<file path="src/hw/rtl/chp_pkg.sv">
// Chunk header parse/check: shared constants, status codes and types.
// Used by chp_hdr_parse, chp_manifest_check, the top level and the checker.
// No dependencies.
package chp_pkg;

  localparam int unsigned HDR_LEN    = 32;
  localparam int unsigned HDR_BITS   = HDR_LEN * 8;
  localparam int unsigned CNT_W      = 6;
  localparam logic [CNT_W-1:0] CNT_LAST_BYTE = CNT_W'(HDR_LEN - 1);
  localparam logic [CNT_W-1:0] CNT_STORE_LIM = CNT_W'(HDR_LEN);
  localparam logic [CNT_W-1:0] CNT_SAT       = CNT_W'(HDR_LEN + 1);

  localparam logic [31:0] HDR_MAGIC = 32'h5042_4348;

  // result status codes
  localparam logic [1:0] ST_ACCEPT = 2'd0;
  localparam logic [1:0] ST_LENGTH = 2'd1;
  localparam logic [1:0] ST_MAGIC  = 2'd2;
  localparam logic [1:0] ST_REJECT = 2'd3;

  // configuration register indexes
  localparam int unsigned CFG_IDX_W = 2;
  localparam logic [CFG_IDX_W-1:0] REG_SESSION    = 2'd0;
  localparam logic [CFG_IDX_W-1:0] REG_CHUNKS     = 2'd1;
  localparam logic [CFG_IDX_W-1:0] REG_CHUNK_SIZE = 2'd2;
  localparam logic [CFG_IDX_W-1:0] REG_FILE_SIZE  = 2'd3;
  localparam int unsigned CFG_DATA_W = 64;

  // output stream: 226 bits of fields, padded to whole bytes
  localparam int unsigned OUT_FIELD_W = 2 + 64 + 64 + 64 + 32;
  localparam int unsigned OUT_DATA_W  = ((OUT_FIELD_W + 7) / 8) * 8;

  typedef struct packed {
    logic [1:0]  status;
    logic [63:0] session;
    logic [63:0] chunk_num;
    logic [63:0] file_pos;
    logic [31:0] pay_len;
  } hdr_item_t;

  typedef struct packed {
    logic [63:0] expected_session;
    logic [63:0] total_chunks;
    logic [31:0] nominal_chunk_bytes;
    logic [63:0] total_file_bytes;
  } cfg_t;

endpackage

</file>
<file path="src/hw/rtl/chp_hdr_parse.sv">
// Byte collector: counts header bytes, keeps them in a shift line and on the
// marked byte issues the decoded fields with a length/magic pre-status.
// Depends on chp_pkg.
module chp_hdr_parse
  import chp_pkg::*;
(
  input  logic            clk,
  input  logic            rst,
  input  logic            in_valid,
  output logic            in_ready,
  input  logic [7:0]      in_data,
  input  logic            in_last,
  output logic            item_valid,
  input  logic            item_ready,
  output hdr_item_t       item
);

  logic [CNT_W-1:0]    byte_count;
  logic [HDR_BITS-1:0] hdr;
  logic [HDR_BITS-1:0] hdr_next;
  logic                accept;
  logic                full;
  hdr_item_t           item_next;

  assign in_ready = !item_valid || item_ready;
  assign accept   = in_valid && in_ready;
  assign hdr_next = {hdr[HDR_BITS-9:0], in_data};
  // frame is well sized only if this marked byte is the 32nd
  assign full     = (byte_count == CNT_LAST_BYTE);

  always_comb begin
    item_next = '0;
    if (!full) begin
      item_next.status = ST_LENGTH;
    end else if (hdr_next[255:224] != HDR_MAGIC) begin
      item_next.status = ST_MAGIC;
    end else begin
      item_next.status    = ST_ACCEPT;
      item_next.session   = hdr_next[223:160];
      item_next.chunk_num = hdr_next[159:96];
      item_next.file_pos  = hdr_next[95:32];
      item_next.pay_len   = hdr_next[31:0];
    end
  end

  always_ff @(posedge clk) begin
    if (rst) begin
      byte_count <= '0;
      item_valid <= 1'b0;
    end else begin
      if (accept) begin
        if (in_last) begin
          byte_count <= '0;
        end else if (byte_count < CNT_SAT) begin
          byte_count <= byte_count + 1'b1;
        end
      end
      if (accept && in_last) begin
        item_valid <= 1'b1;
      end else if (item_ready) begin
        item_valid <= 1'b0;
      end
    end
  end

  always_ff @(posedge clk) begin
    if (accept && (byte_count < CNT_STORE_LIM)) begin
      hdr <= hdr_next;
    end
    if (accept && in_last) begin
      item <= item_next;
    end
  end

endmodule

</file>
<file path="config.mk">
export PLATFORM = sky130hd
export DESIGN_NAME = chp_hdr_parse
export DESIGN_NICKNAME = d
export VERILOG_FILES = /design/src/hw/rtl/chp_pkg.sv /design/src/hw/rtl/chp_hdr_parse.sv
export SDC_FILE = /design/constraint.sdc
export NUM_CORES = 1
export LEC_CHECK = 0
export BUFFER_PORTS_ARGS = -buffer_cell sky130_fd_sc_hd__buf_2
export CAP_MARGIN = 20
export CELL_PAD_IN_SITES_DETAIL_PLACEMENT = 1
export CELL_PAD_IN_SITES_GLOBAL_PLACEMENT = 1
export CORE_ASPECT_RATIO = 2
export CORE_MARGIN = 2
export CORE_UTILIZATION = 48
export DETAILED_ROUTE_END_ITERATION = 7
export PLACE_DENSITY = 0.9
export SYNTH_ARGS = -nofsm -noshare
export SYNTH_HDL_FRONTEND = slang
export SYNTH_SLANG_ARGS = --single-unit
</file>
<file path="constraint.sdc">
create_clock -name clk -period 14 [get_ports clk]
set_input_delay 0.7 -clock clk [delete_from_list [all_inputs] [get_ports clk]]
set_output_delay 0.7 -clock clk [all_outputs]
set_load 0.005 [all_outputs]
</file>
* After elaboration in Yosys (flattened, before gate mapping)
Cells that the tools add are included.
Storage, ports and cells: register bits after elaboration 481, input port bits 13, output and inout bits 228, logic and storage cells 28
Operators by class: reduce and logical (&&, ||, !) cells 9, multiplexer cells 5, $add $sub $neg 1, eq/ne operators 2, $lt $le $gt $ge 2, bitwise logic cells 1
Operators by type and width (number):
- $ne A32 B31 Y1 const B | 1
- $lt A6 B6 Y1 const B | 2
- $mux W6 | 2
- $add A6 B1 Y6 const B | 1
- $eq A6 B5 Y1 const B | 1
- $reduce_bool A2 Y1 | 2
- $logic_and A1 B1 Y1 | 3
- $mux W1 | 2
- $mux W2 | 1
- $reduce_and A2 Y1 | 1
- $reduce_or A2 Y1 | 1
- $logic_not A1 Y1 | 1
- $logic_or A1 B1 Y1 | 1
- $not A1 Y1 | 1

* Depth between registers and ports, before layout
Gate-level depths: netlist of the first run.
word-level depth 5, gate-level depth with buffers 7

* Worst setup path after synthesis of the first run
No wires, ideal clock.
kind input -> register, start point in item_ready, end point reg hdr[0] (enable), slack 1.886 ns, path buffers 0, arrival time 11.254 ns, setup time 0.860 ns, stages on the path 3, cells stage by stage nand2b_1 -> nand2_1 -> nor2_1
Between the ends: word-level cells in the longest chain between the ends 3
Ends and longest elaborated chain:
- from (decl) | RTL line chp_hdr_parse.sv:14 | input logic item_ready,
- $logic_or A1 B1 Y1 | RTL line chp_hdr_parse.sv:25 | assign in_ready = !item_valid || item_ready;
- $logic_and A1 B1 Y1 | RTL line chp_hdr_parse.sv:26 | assign accept = in_valid && in_ready;
- $logic_and A1 B1 Y1 | RTL line chp_hdr_parse.sv:67 | if (accept && (byte_count < CNT_STORE_LIM)) begin
- to (signal assigned) | RTL line chp_hdr_parse.sv:68 | hdr <= hdr_next;
- to (decl) | RTL line chp_hdr_parse.sv:19 | logic [HDR_BITS-1:0] hdr;
No other way between the ends. A chain may end at the register's enable or synchronous reset.

* Final worst setup path of the first run
start point reg item_valid, end point reg item[38] (netlist name) (enable)
Between the ends: word-level cells in the longest chain between the ends 4
Ends and longest elaborated chain:
- from (decl) | RTL line chp_hdr_parse.sv:13 | output logic item_valid,
- from (signal assigned) | RTL line chp_hdr_parse.sv:49 | item_valid <= 1'b0;
- from (signal assigned) | RTL line chp_hdr_parse.sv:59 | item_valid <= 1'b1;
- from (signal assigned) | RTL line chp_hdr_parse.sv:61 | item_valid <= 1'b0;
- $logic_not A1 Y1 | RTL line chp_hdr_parse.sv:25
- $logic_or A1 B1 Y1 | RTL line chp_hdr_parse.sv:25
- $logic_and A1 B1 Y1 | RTL line chp_hdr_parse.sv:26
- $logic_and A1 B1 Y1 | RTL line chp_hdr_parse.sv:70 | if (accept && in_last) begin
- to (signal assigned) | RTL line chp_hdr_parse.sv:71 | item <= item_next;
- to (decl) | RTL line chp_hdr_parse.sv:15 | output hdr_item_t item
No other way between the ends.

==> reports/metrics.yaml, run 1 <==
place:
  dp_hpwl_um: 20700
  gp_congestion: 0.776
  place_area_sq_mm: 0.0180
  dpl.cell_count: 1438
  io_buffers: 240
clock_tree:
  cts_setup_buffers: 0
  clockRootBuffer: "clkbuf_16"
  cts.path.max_buffers: 3
  ctsHoldBuffers: 0
  post_cts_resized: 0
  cts_tree: "done"
  clk_pin_slew_worst_paths_ps: 70
  clock_sink_count: 481
  cts_buffers: 40
  htreeDepth: 2
  clk_latency_ps: 540
worst_setup_path:
  crit_type: "reg2reg"
  cp-endpoint: "item[38]$_SDFFCE_PP0P_"
  reg2reg_from: "item_valid$_SDFFE_PP0P_"
  crit_fanout: 62
  r2r_end: "item[38]$_SDFFCE_PP0P_"
  reg2reg_slack_ps: 11070
  r2r_cells: 4
  cp.required_ps: 14160
  crit_path_start: "item_valid$_SDFFE_PP0P_"
  critPathArrivalTime_ps: 3090
  endpoint_kind: "flop"
  cp-start-kind: "flop"
timing:
  rsz0062_at_grt: "no"
  clock.fmax_ghz: 0.342
  setup_viol: 0
  fin_setup_tns_ps: 0
  min_period_ps: 2930
  hold_viol: 0
  maxSlewHeadroom: 0.194
  worst_slew_pin_slew_ps: 1210
  fin_skew_ps: 21.3
  drv_slew: 0
  fin_crit_sh: 0.209
drt:
  vias: 7468
  wl_per_cell_um: 21.2
  drtIter0Drc: 553
  dr.pass1.iters: 4
  drt-total-wl_um: 32000
  final_antenna_net_count: 0
  drc: 0
  vias_per_cell: 4.95
logic_synthesis:
  ys_seq_elements: 481
  synthesis.area_sq_mm: 0.0163
  synth-edff-count: 474
  synthDistinctLibCells: 30
  yosys_warnings: 0
  async_reset_ff_frac: 0
  yosysSeqAreaShare: 0.883
  synth_area_leader_cell: "edfxtp_1"
  synth_common_cells: "edfxtp_1, and2_1, clkbuf_2"
  yosysTopAreaCellShare: 0.875
  syn_inst: 780
  yosysMostFrequentCell: "edfxtp_1"
  syn_nets: 795
  syn_avg_cell_area_sq_um: 20.9
  synth_area_leaders: "edfxtp_1, and2_1, dfxtp_1, clkbuf_2, nor4b_2"
  synth_top_flop_cell: "edfxtp_1"
die:
  core_sq_mm: 0.0335
  die_width_um: 134
  io_pins: 241
  rows: 95
  initial_utilization: 0.485
  chipHeight_um: 264
  die-area_sq_mm: 0.0355
pwr:
  max-vdd-ir-drop_v: 0.000109
  power.leakage_uw: 0.00676
  fin_total_pwr_uw: 2900
  power_density_mw_per_mm2: 150
run:
  cap_viol_max_count: 0
status:
  status: "completed"
final_layout:
  n_antenna_cell: 0
  fin_cells: 1508
  final_nets: 1060
  design_area_sq_mm: 0.0193
  area_growth_pct: 18.5
  drive_gt1_frac: 0.292
grt:
  grtUsageTotal: 0.182
  grt_max_degree: 189
  antenna_found_initial: 0
  grt_pass1_vias: 8313
  grt.overflow.total: 0
  grt_pass1_wl_um: 48700
worst_hold_path:
  hold_class: "in2reg"
==> worst min-delay path by stage <==
| stage | from | end | slack (ps) | cells after the start |
|---|---|---|---|---|
| 2_1_floorplan | hdr[224]$_DFFE_PP_ | hdr[232]$_DFFE_PP_ | 420 | 0 |
| 3_3_place_gp | hdr[129]$_DFFE_PP_ | hdr[137]$_DFFE_PP_ | 420 | 0 |
| 3_5_place_dp | hdr[185]$_DFFE_PP_ | hdr[193]$_DFFE_PP_ | 430 | 0 |
| 4_1_cts | in_data[0] | hdr[0]$_DFFE_PP_ | 320 | 1 |
| 5_1_grt | in_data[0] | hdr[0]$_DFFE_PP_ | 330 | 1 |
| 6_report | in_data[0] | hdr[0]$_DFFE_PP_ | 360 | 1 |
==> cell usage in the layout, fill, tap and decap left out, types with 4 or more instances in the layout <==
cell type,n
bufinv_16,5
clkinv_2,4
buf_2,240
clkbuf_16,41
a21oi_1,6
edfxtp_1,474
clkinv_1,5
dfxtp_1,7
and2_1,224
clkbuf_1,9
buf_4,6
nand2_1,5
==> worst max-delay path, stage by stage (launching register included) <==
cell and delay [ps]:
dfxtp_1 310, nand2b_1 160, and3_4 620, buf_4 730
buf_4 630
==> power by group <==
part / switching (uW) / leakage (uW) / internal (uW)
Combinational: 54.6 / 0.00169 / 24.6
Clock: 485 / 0.000619 / 631
Sequential: 36.1 / 0.00445 / 1670
Total: 575 / 0.00676 / 2330
==> logic make-up after synthesis <==
kind of cell | share of synthesized area
AOI/OAI and AO/OA | 0.00508
adders and majority gates | 0.00154
buffers and inverters | 0.00861
DFF | 0.883
and+or+nand+nor | 0.101
==> registers in the layout, indices dropped and copies added, names as in the netlist <==
name        cells
item_valid      1
hdr           248
item          226
byte_count      6
==> layout make-up <==
cell class	count	area, sq um
Inverter	3	11.3
Clock buffer	50	1060
Sequential cell	481	14400
Fill cell	2997	14200
Clock inverter	19	229
Multi-Input combinational cell	271	1770
Timing Repair Buffer	248	1290
Tap cell	436	546
==> stage by stage <==
step / hold WS, ps / util / setup WS [ps]
floorplan: 417 / - / 1890
finish: 362 / 0.575 / 11070
detailed placement: 427 / 0.536 / 10560
global placement: 423 / 0.536 / 10670
CTS: 322 / 0.574 / 11060
global route: 335 / 0.575 / 10840
==> layer usage <==
layer  up-vias  track usage  wire, um
li1       3407            -         -
met1      3738        0.203     11500
met2       269        0.323     16900
met3        54       0.0606      2640
met4         0       0.0617       848
met5         -            0         0
Power figures use the tool's default switching activity.
==> inputs of run 2 (changes only) <==
--- a/config.mk
+++ b/config.mk
@@ -11,9 +11,9 @@
 export CELL_PAD_IN_SITES_GLOBAL_PLACEMENT = 1
 export CORE_ASPECT_RATIO = 2
 export CORE_MARGIN = 2
-export CORE_UTILIZATION = 48
+export CORE_UTILIZATION = 44
 export DETAILED_ROUTE_END_ITERATION = 7
-export PLACE_DENSITY = 0.9
+export PLACE_DENSITY = 0.87
 export SYNTH_ARGS = -nofsm -noshare
 export SYNTH_HDL_FRONTEND = slang
 export SYNTH_SLANG_ARGS = --single-unit
==> constraint.sdc (replaced) <==
create_clock -name clk -period 2.5 [get_ports clk]
set_input_delay 0.125 -clock clk [delete_from_list [all_inputs] [get_ports clk]]
set_output_delay 0.125 -clock clk [all_outputs]
set_load 0.005 [all_outputs]
==> run 2 against run 1 <==
  * First-iteration DRC count decreased by 23%
  * Die area increased by 8.9%
  * Wire length increased by 6.0%
  * Final cell count increased by 3.1%
  * Design area increased by 2.2%
  * Non-clock buffer count increased by 23
  * Core utilization decreased by 3.4 points
  * Setup slack got worse by 11000 ps
  * Global-route usage decreased by 0.75 points
  * Hold slack got worse by 320 ps
==> reports/metrics.yaml, run 2 (same netlist as run 1, synthesis figures left out) <==
status:
  status: "completed"
final_layout:
  largest_reg_flops: 248
  n_antenna_cell: 0
  area_growth_pct: 21.1
  layout_common_cells: "edfxtp_1, buf_2, and2_1, clkbuf_16, buf_12"
  multiInputGateArea_sq_mm: 0.00179
  final_common_cell: "edfxtp_1"
  largest_register: "hdr"
  design_area_sq_mm: 0.0197
  fillers: 3343
  reg_top3: "hdr x248, item x226, byte_count x6"
  final_nets: 1084
  regArea_sq_mm: 0.0144
  drive_gt1_frac: 0.305
worst_setup_path:
  r2r_end: "item[8]$_SDFFCE_PP0P_"
  cp-start-kind: "flop"
  cp.required_ps: 2900
  cp-endpoint: "item[8]$_SDFFCE_PP0P_"
  crit_fanout: 106
  r2r_cells: 5
  reg2reg_slack_ps: 320
  endpoint_kind: "flop"
  crit_path_start: "hdr[222]$_DFFE_PP_"
  critPathArrivalTime_ps: 2580
  reg2reg_from: "hdr[222]$_DFFE_PP_"
  crit_type: "reg2reg"
clock_tree:
  post_cts_resized: 0
  htreeDepth: 2
  clk_pin_slew_worst_paths_ps: 70
  clock_sink_count: 481
  cts_tree: "done"
  cts_buffers: 41
  clockRootBuffer: "clkbuf_16"
  cts.path.max_buffers: 3
  clk_latency_ps: 550
timing:
  clock.fmax_ghz: 0.458
  min_period_ps: 2180
  maxSlewHeadroom: 0.582
  drv_slew: 0
  hold_viol: 0
  hold_ws_ps: 41.4
  setup_viol: 0
  worst_slew_pin_slew_ps: 627
  fin_skew_ps: 22.5
  fin_setup_tns_ps: 0
  fin_crit_sh: 0.873
  rsz0062_at_grt: "no"
drt:
  drc: 0
  dr.pass1.iters: 4
  final_antenna_net_count: 0
  drt-total-wl_um: 33900
  vias_per_cell: 4.86
  wl_per_cell_um: 21.8
  drtIter0Drc: 427
  vias: 7548
pwr:
  max-vdd-ir-drop_v: 0.000726
  power_density_mw_per_mm2: 840
  power.leakage_uw: 0.00695
  fin_total_pwr_uw: 16600
place:
  gp_congestion: 0.744
  io_buffers: 240
  place_area_sq_mm: 0.0182
  dp_hpwl_um: 22300
die:
  chipHeight_um: 276
  initial_utilization: 0.447
  die-area_sq_mm: 0.0386
  die_width_um: 140
  rows: 99
  core_sq_mm: 0.0364
  io_pins: 241
grt:
  grt.overflow.total: 0
  grt_pass1_vias: 8389
  grt_max_degree: 119
  grt_pass1_wl_um: 50900
  grtUsageTotal: 0.174
  antenna_found_initial: 0
worst_hold_path:
  hold_depth: 3
  hold_class: "in2reg"
run:
  cap_viol_max_count: 0
## run 2: changes by cell type in the layout (fill, tap and decap cells not counted), sizes merged
cell | previous run | this run
buf | 248 | 261
clkbuf | 50 | 46
clkinv | 11 | 18
clkinvlp | 3 | 2
dlygate4sd3 | 0 | 10
inv | 3 | 6
## run 2: per-stage QoR
stage | worst slack [ps] | utilization | instances
floorplan | -2060 | - | 780
global placement | 442 | 0.501 | 1470
detailed placement | 367 | 0.501 | 1470
CTS | 345 | 0.541 | 1554
global route | 155 | 0.541 | 1554
finish | 317 | 0.541 | 1554
## run 2: worst min-delay path by stage
stage | slack, ps | start | end
6_report | 40 | in_last | byte_count[0]$_SDFFE_PP0P_
5_1_grt | 50 | in_last | byte_count[0]$_SDFFE_PP0P_
4_1_cts | 7 | in_last | byte_count[0]$_SDFFE_PP0P_
3_5_place_dp | 320 | in_data[2] | hdr[2]$_DFFE_PP_
3_3_place_gp | 310 | in_data[5] | hdr[5]$_DFFE_PP_
2_1_floorplan | 190 | rst | item_valid$_SDFFE_PP0P_
## run 2: repair_timing
action,in CTS,in global routing
setup buffers,0,0
hold buffers,10,0
hold endpoints to repair,23,0
## run 2: area by class of cell
cell class,count,share of cell area
Clock buffer,46,0.0552
Inverter,3,0.000571
Clock inverter,28,0.0143
Tap cell,454,0.0288
Multi-Input combinational cell,271,0.0906
Timing Repair Buffer,271,0.0810
Sequential cell,481,0.730
## run 2: critical path: stages, from the launching register on
cell and delay [ps]:
edfxtp_1 530, nor4bb_1 340, nand4_1 210, nor3_4 290
buf_12 300, and2_1 230
## run 2: layer usage
metal  GRT usage  vias up  part of all wire
met1       0.190     3760              0.36
met4      0.0616        0             0.032
met2       0.319      268              0.53
li1            -     3465                 -
met3      0.0541       55             0.077
met5           0        -                 0
## run 2: power by group
group	leakage, uW	internal (uW)	switching (uW)	total (uW)
logic	0.00183	186	329	515
registers	0.00445	9340	205	9550
clock network	0.000668	3670	2830	6500
total	0.00695	13200	3360	16600
==> inputs of run 3 (changes only) <==
--- a/config.mk
+++ b/config.mk
@@ -5,13 +5,14 @@
 export SDC_FILE = /design/constraint.sdc
 export NUM_CORES = 1
 export LEC_CHECK = 0
+export ABC_AREA = 1
 export BUFFER_PORTS_ARGS = -buffer_cell sky130_fd_sc_hd__buf_2
 export CAP_MARGIN = 20
 export CELL_PAD_IN_SITES_DETAIL_PLACEMENT = 1
 export CELL_PAD_IN_SITES_GLOBAL_PLACEMENT = 1
 export CORE_ASPECT_RATIO = 2
 export CORE_MARGIN = 2
-export CORE_UTILIZATION = 44
+export CORE_UTILIZATION = 43
 export DETAILED_ROUTE_END_ITERATION = 7
 export PLACE_DENSITY = 0.87
 export SYNTH_ARGS = -nofsm -noshare
==> run 3 against run 2 <==
  * Synthesized cell count increased by 34%
  * Critical path depth increased by 2
  * Register-to-register slack gained 90 ps
  * Global-route usage rose by 1.0 points
  * Largest cell class unchanged
  * Area after synthesis up 5.2%
  * Wire length increased by 13%
  * Hold slack gained 10 ps
  * Clock skew shrank 4.5 ps
  * Die area up 7.5%
  * Combinational power grew 17%
  * Sequential power hardly changed
==> reports/metrics.yaml, run 3 <==
drt:
  vias: 8773
  dr.pass1.iters: 4
  wl_per_cell_um: 20.1
  drtIter0Drc: 383
  drt-total-wl_um: 38300
  final_antenna_net_count: 0
  vias_per_cell: 4.61
  drc: 0
worst_hold_path:
  hold_class: "in2reg"
  hold_depth: 4
logic_synthesis:
  synthesis.area_sq_mm: 0.0171
  async_reset_ff_frac: 0
  synthDistinctLibCells: 16
  synth_top_flop_cell: "edfxtp_1"
  syn_inst: 1048
  yosysMostFrequentCell: "edfxtp_1"
  ys_seq_elements: 481
  yosys_warnings: 0
  synth_common_cells: "edfxtp_1, inv_1, nor2_2"
  synth-edff-count: 474
  synth_area_leaders: "edfxtp_1, nor2_2, inv_1, nor2_1, buf_6"
  syn_nets: 1063
  yosysSeqAreaShare: 0.840
  yosysTopAreaCellShare: 0.832
  syn_avg_cell_area_sq_um: 16.3
  synth_area_leader_cell: "edfxtp_1"
status:
  status: "completed"
final_layout:
  final_common_cell: "edfxtp_1"
  final_nets: 1361
  reg_top3: "hdr x248, item x226, byte_count x6"
  largest_register: "hdr"
  regArea_sq_mm: 0.0144
  fillers: 3847
  multiInputGateArea_sq_mm: 0.00162
  area_growth_pct: 20.5
  n_antenna_cell: 0
  layout_common_cells: "edfxtp_1, inv_1, buf_2, nor2_2, nor2_1"
  design_area_sq_mm: 0.0206
  drive_gt1_frac: 0.364
  largest_reg_flops: 248
place:
  place_ws_ps: 436
  dp_hpwl_um: 25600
  place_area_sq_mm: 0.0191
  io_buffers: 240
  gp_congestion: 0.743
clock_tree:
  cts_buffers: 44
  clock_sink_count: 481
  clockRootBuffer: "clkbuf_16"
  cts.path.max_buffers: 3
  htreeDepth: 2
  cts_tree: "done"
  clk_pin_slew_worst_paths_ps: 60
  clk_latency_ps: 560
die:
  core_sq_mm: 0.0394
  die_width_um: 145
  initial_utilization: 0.434
  io_pins: 241
  rows: 103
  chipHeight_um: 286
  die-area_sq_mm: 0.0415
pwr:
  p_sw_uw: 3580
  power.internal_uw: 13200
  power_density_mw_per_mm2: 816
  pwr-share-comb: 0.036
  swShare: 0.213
  max-vdd-ir-drop_v: 0.000617
  pwr-share-seq: 0.566
  fin_total_pwr_uw: 16800
  power.leakage_uw: 0.00831
  clkPwrFrac: 0.398
timing:
  drv_slew: 0
  hold_ws_ps: 51.5
  setup_viol: 0
  fin_setup_tns_ps: 0
  fin_skew_ps: 18.0
  hold_viol: 0
  worst_slew_pin_slew_ps: 503
  clock.fmax_ghz: 0.478
  fin_crit_sh: 0.837
  layout_setup_ws_ps: 409
  maxSlewHeadroom: 0.665
  rsz0062_at_grt: "no"
  min_period_ps: 2090
worst_setup_path:
  crit_top_cell: "buf_12"
  crit_type: "reg2reg"
  r2r_cells: 7
  cp-start-kind: "flop"
  crit_fanout: 41
  path_depth: 7
  slowest_stage: "dfxtp_1"
  max_stage_delay_ps: 440
  critPathArrivalTime_ps: 2490
  crit_buf_inv: 2
  cp.required_ps: 2900
  worstPathCellList: "ha_1 -> nand3_2 -> nor2_2 -> nand3_4 -> buf_12 -> buf_12 -> nor2_1"
  cp_top_family: "simple AND/OR/NAND/NOR gates"
  endpoint_kind: "flop"
grt:
  grt_max_degree: 77
  grt.overflow.total: 0
  grt_pass1_wl_um: 58300
  grtUsageTotal: 0.184
  grt_pass1_vias: 9836
  antenna_found_initial: 1
run:
  cap_viol_max_count: 0
-- run 3: what timing repair did --
action                     CTS  global route
buffers inserted             0             0
gates resized for setup      0             0
hold endpoints to repair    23             0
setup endpoints to repair    0             0
hold buffers                10             0
-- run 3: metal layers --
layer  vias to the layer above  GRT usage  part of all wire
li1                       4028          -                 -
met1                      4346      0.188              0.35
met2                       307      0.348              0.54
met3                        90     0.0553             0.072
met4                         2     0.0789             0.042
met5                         -          0           0.00029
-- run 3: path summary, 6_finish.rpt --
kind | slack (ps) | startpoint | end
max | 410 | byte_count[1]$_SDFFE_PP0P_ | item[7]$_SDFFCE_PP0P_
min | 50 | in_last | byte_count[2]$_SDFFE_PP0P_
max reg2reg | 410 | byte_count[1]$_SDFFE_PP0P_ | item[7]$_SDFFCE_PP0P_
min reg2reg | 440 | hdr[126]$_DFFE_PP_ | hdr[134]$_DFFE_PP_
-- run 3: worst register-to-register path: stages (launching register included) --
cell     delay [ps]
dfxtp_1         440
ha_1            290
nand3_2         130
nor2_2          340
nand3_4         150
buf_12          200
buf_12          210
nor2_1          190
-- run 3: stage by stage --
step	cells	utilization
floorplan	1048	-
global placement	1815	0.484
detailed placement	1815	0.484
CTS	1903	0.523
global route	1903	0.523
finish	1903	0.523
-- run 3: cell families (layout without fill, tap and decap cells) --
group,after synthesis,in the layout,share of synthesized area
adder cells (fa/ha/maj),2,2,0.00146
AO/OA/AOI/OAI,15,15,0.00483
AND/OR/NAND/NOR,278,278,0.0863
buffers and inverters,272,602,0.0676
flip-flops,481,481,0.840
-- run 3: power by group through the flow --
| stage | Combinational, uW | Sequential [uW] | Clock, uW |
|---|---|---|---|
| after floorplan | 254 | 9660 | 0 |
| after global placement | 563 | 9650 | 0 |
| after detailed placement | 596 | 9690 | 0 |
| after CTS | 613 | 9530 | 6880 |
| after global routing | 661 | 9570 | 7120 |
| final | 603 | 9520 | 6700 |
-- run 3: area by class of cell --
class	count	share of cell area
sequential	481	0.697
inverter	248	0.0452
multi-input combinational	295	0.0785
clock buffer	53	0.0561
clock inverter	25	0.0126
tap	525	0.0319
timing repair buffer	276	0.0787
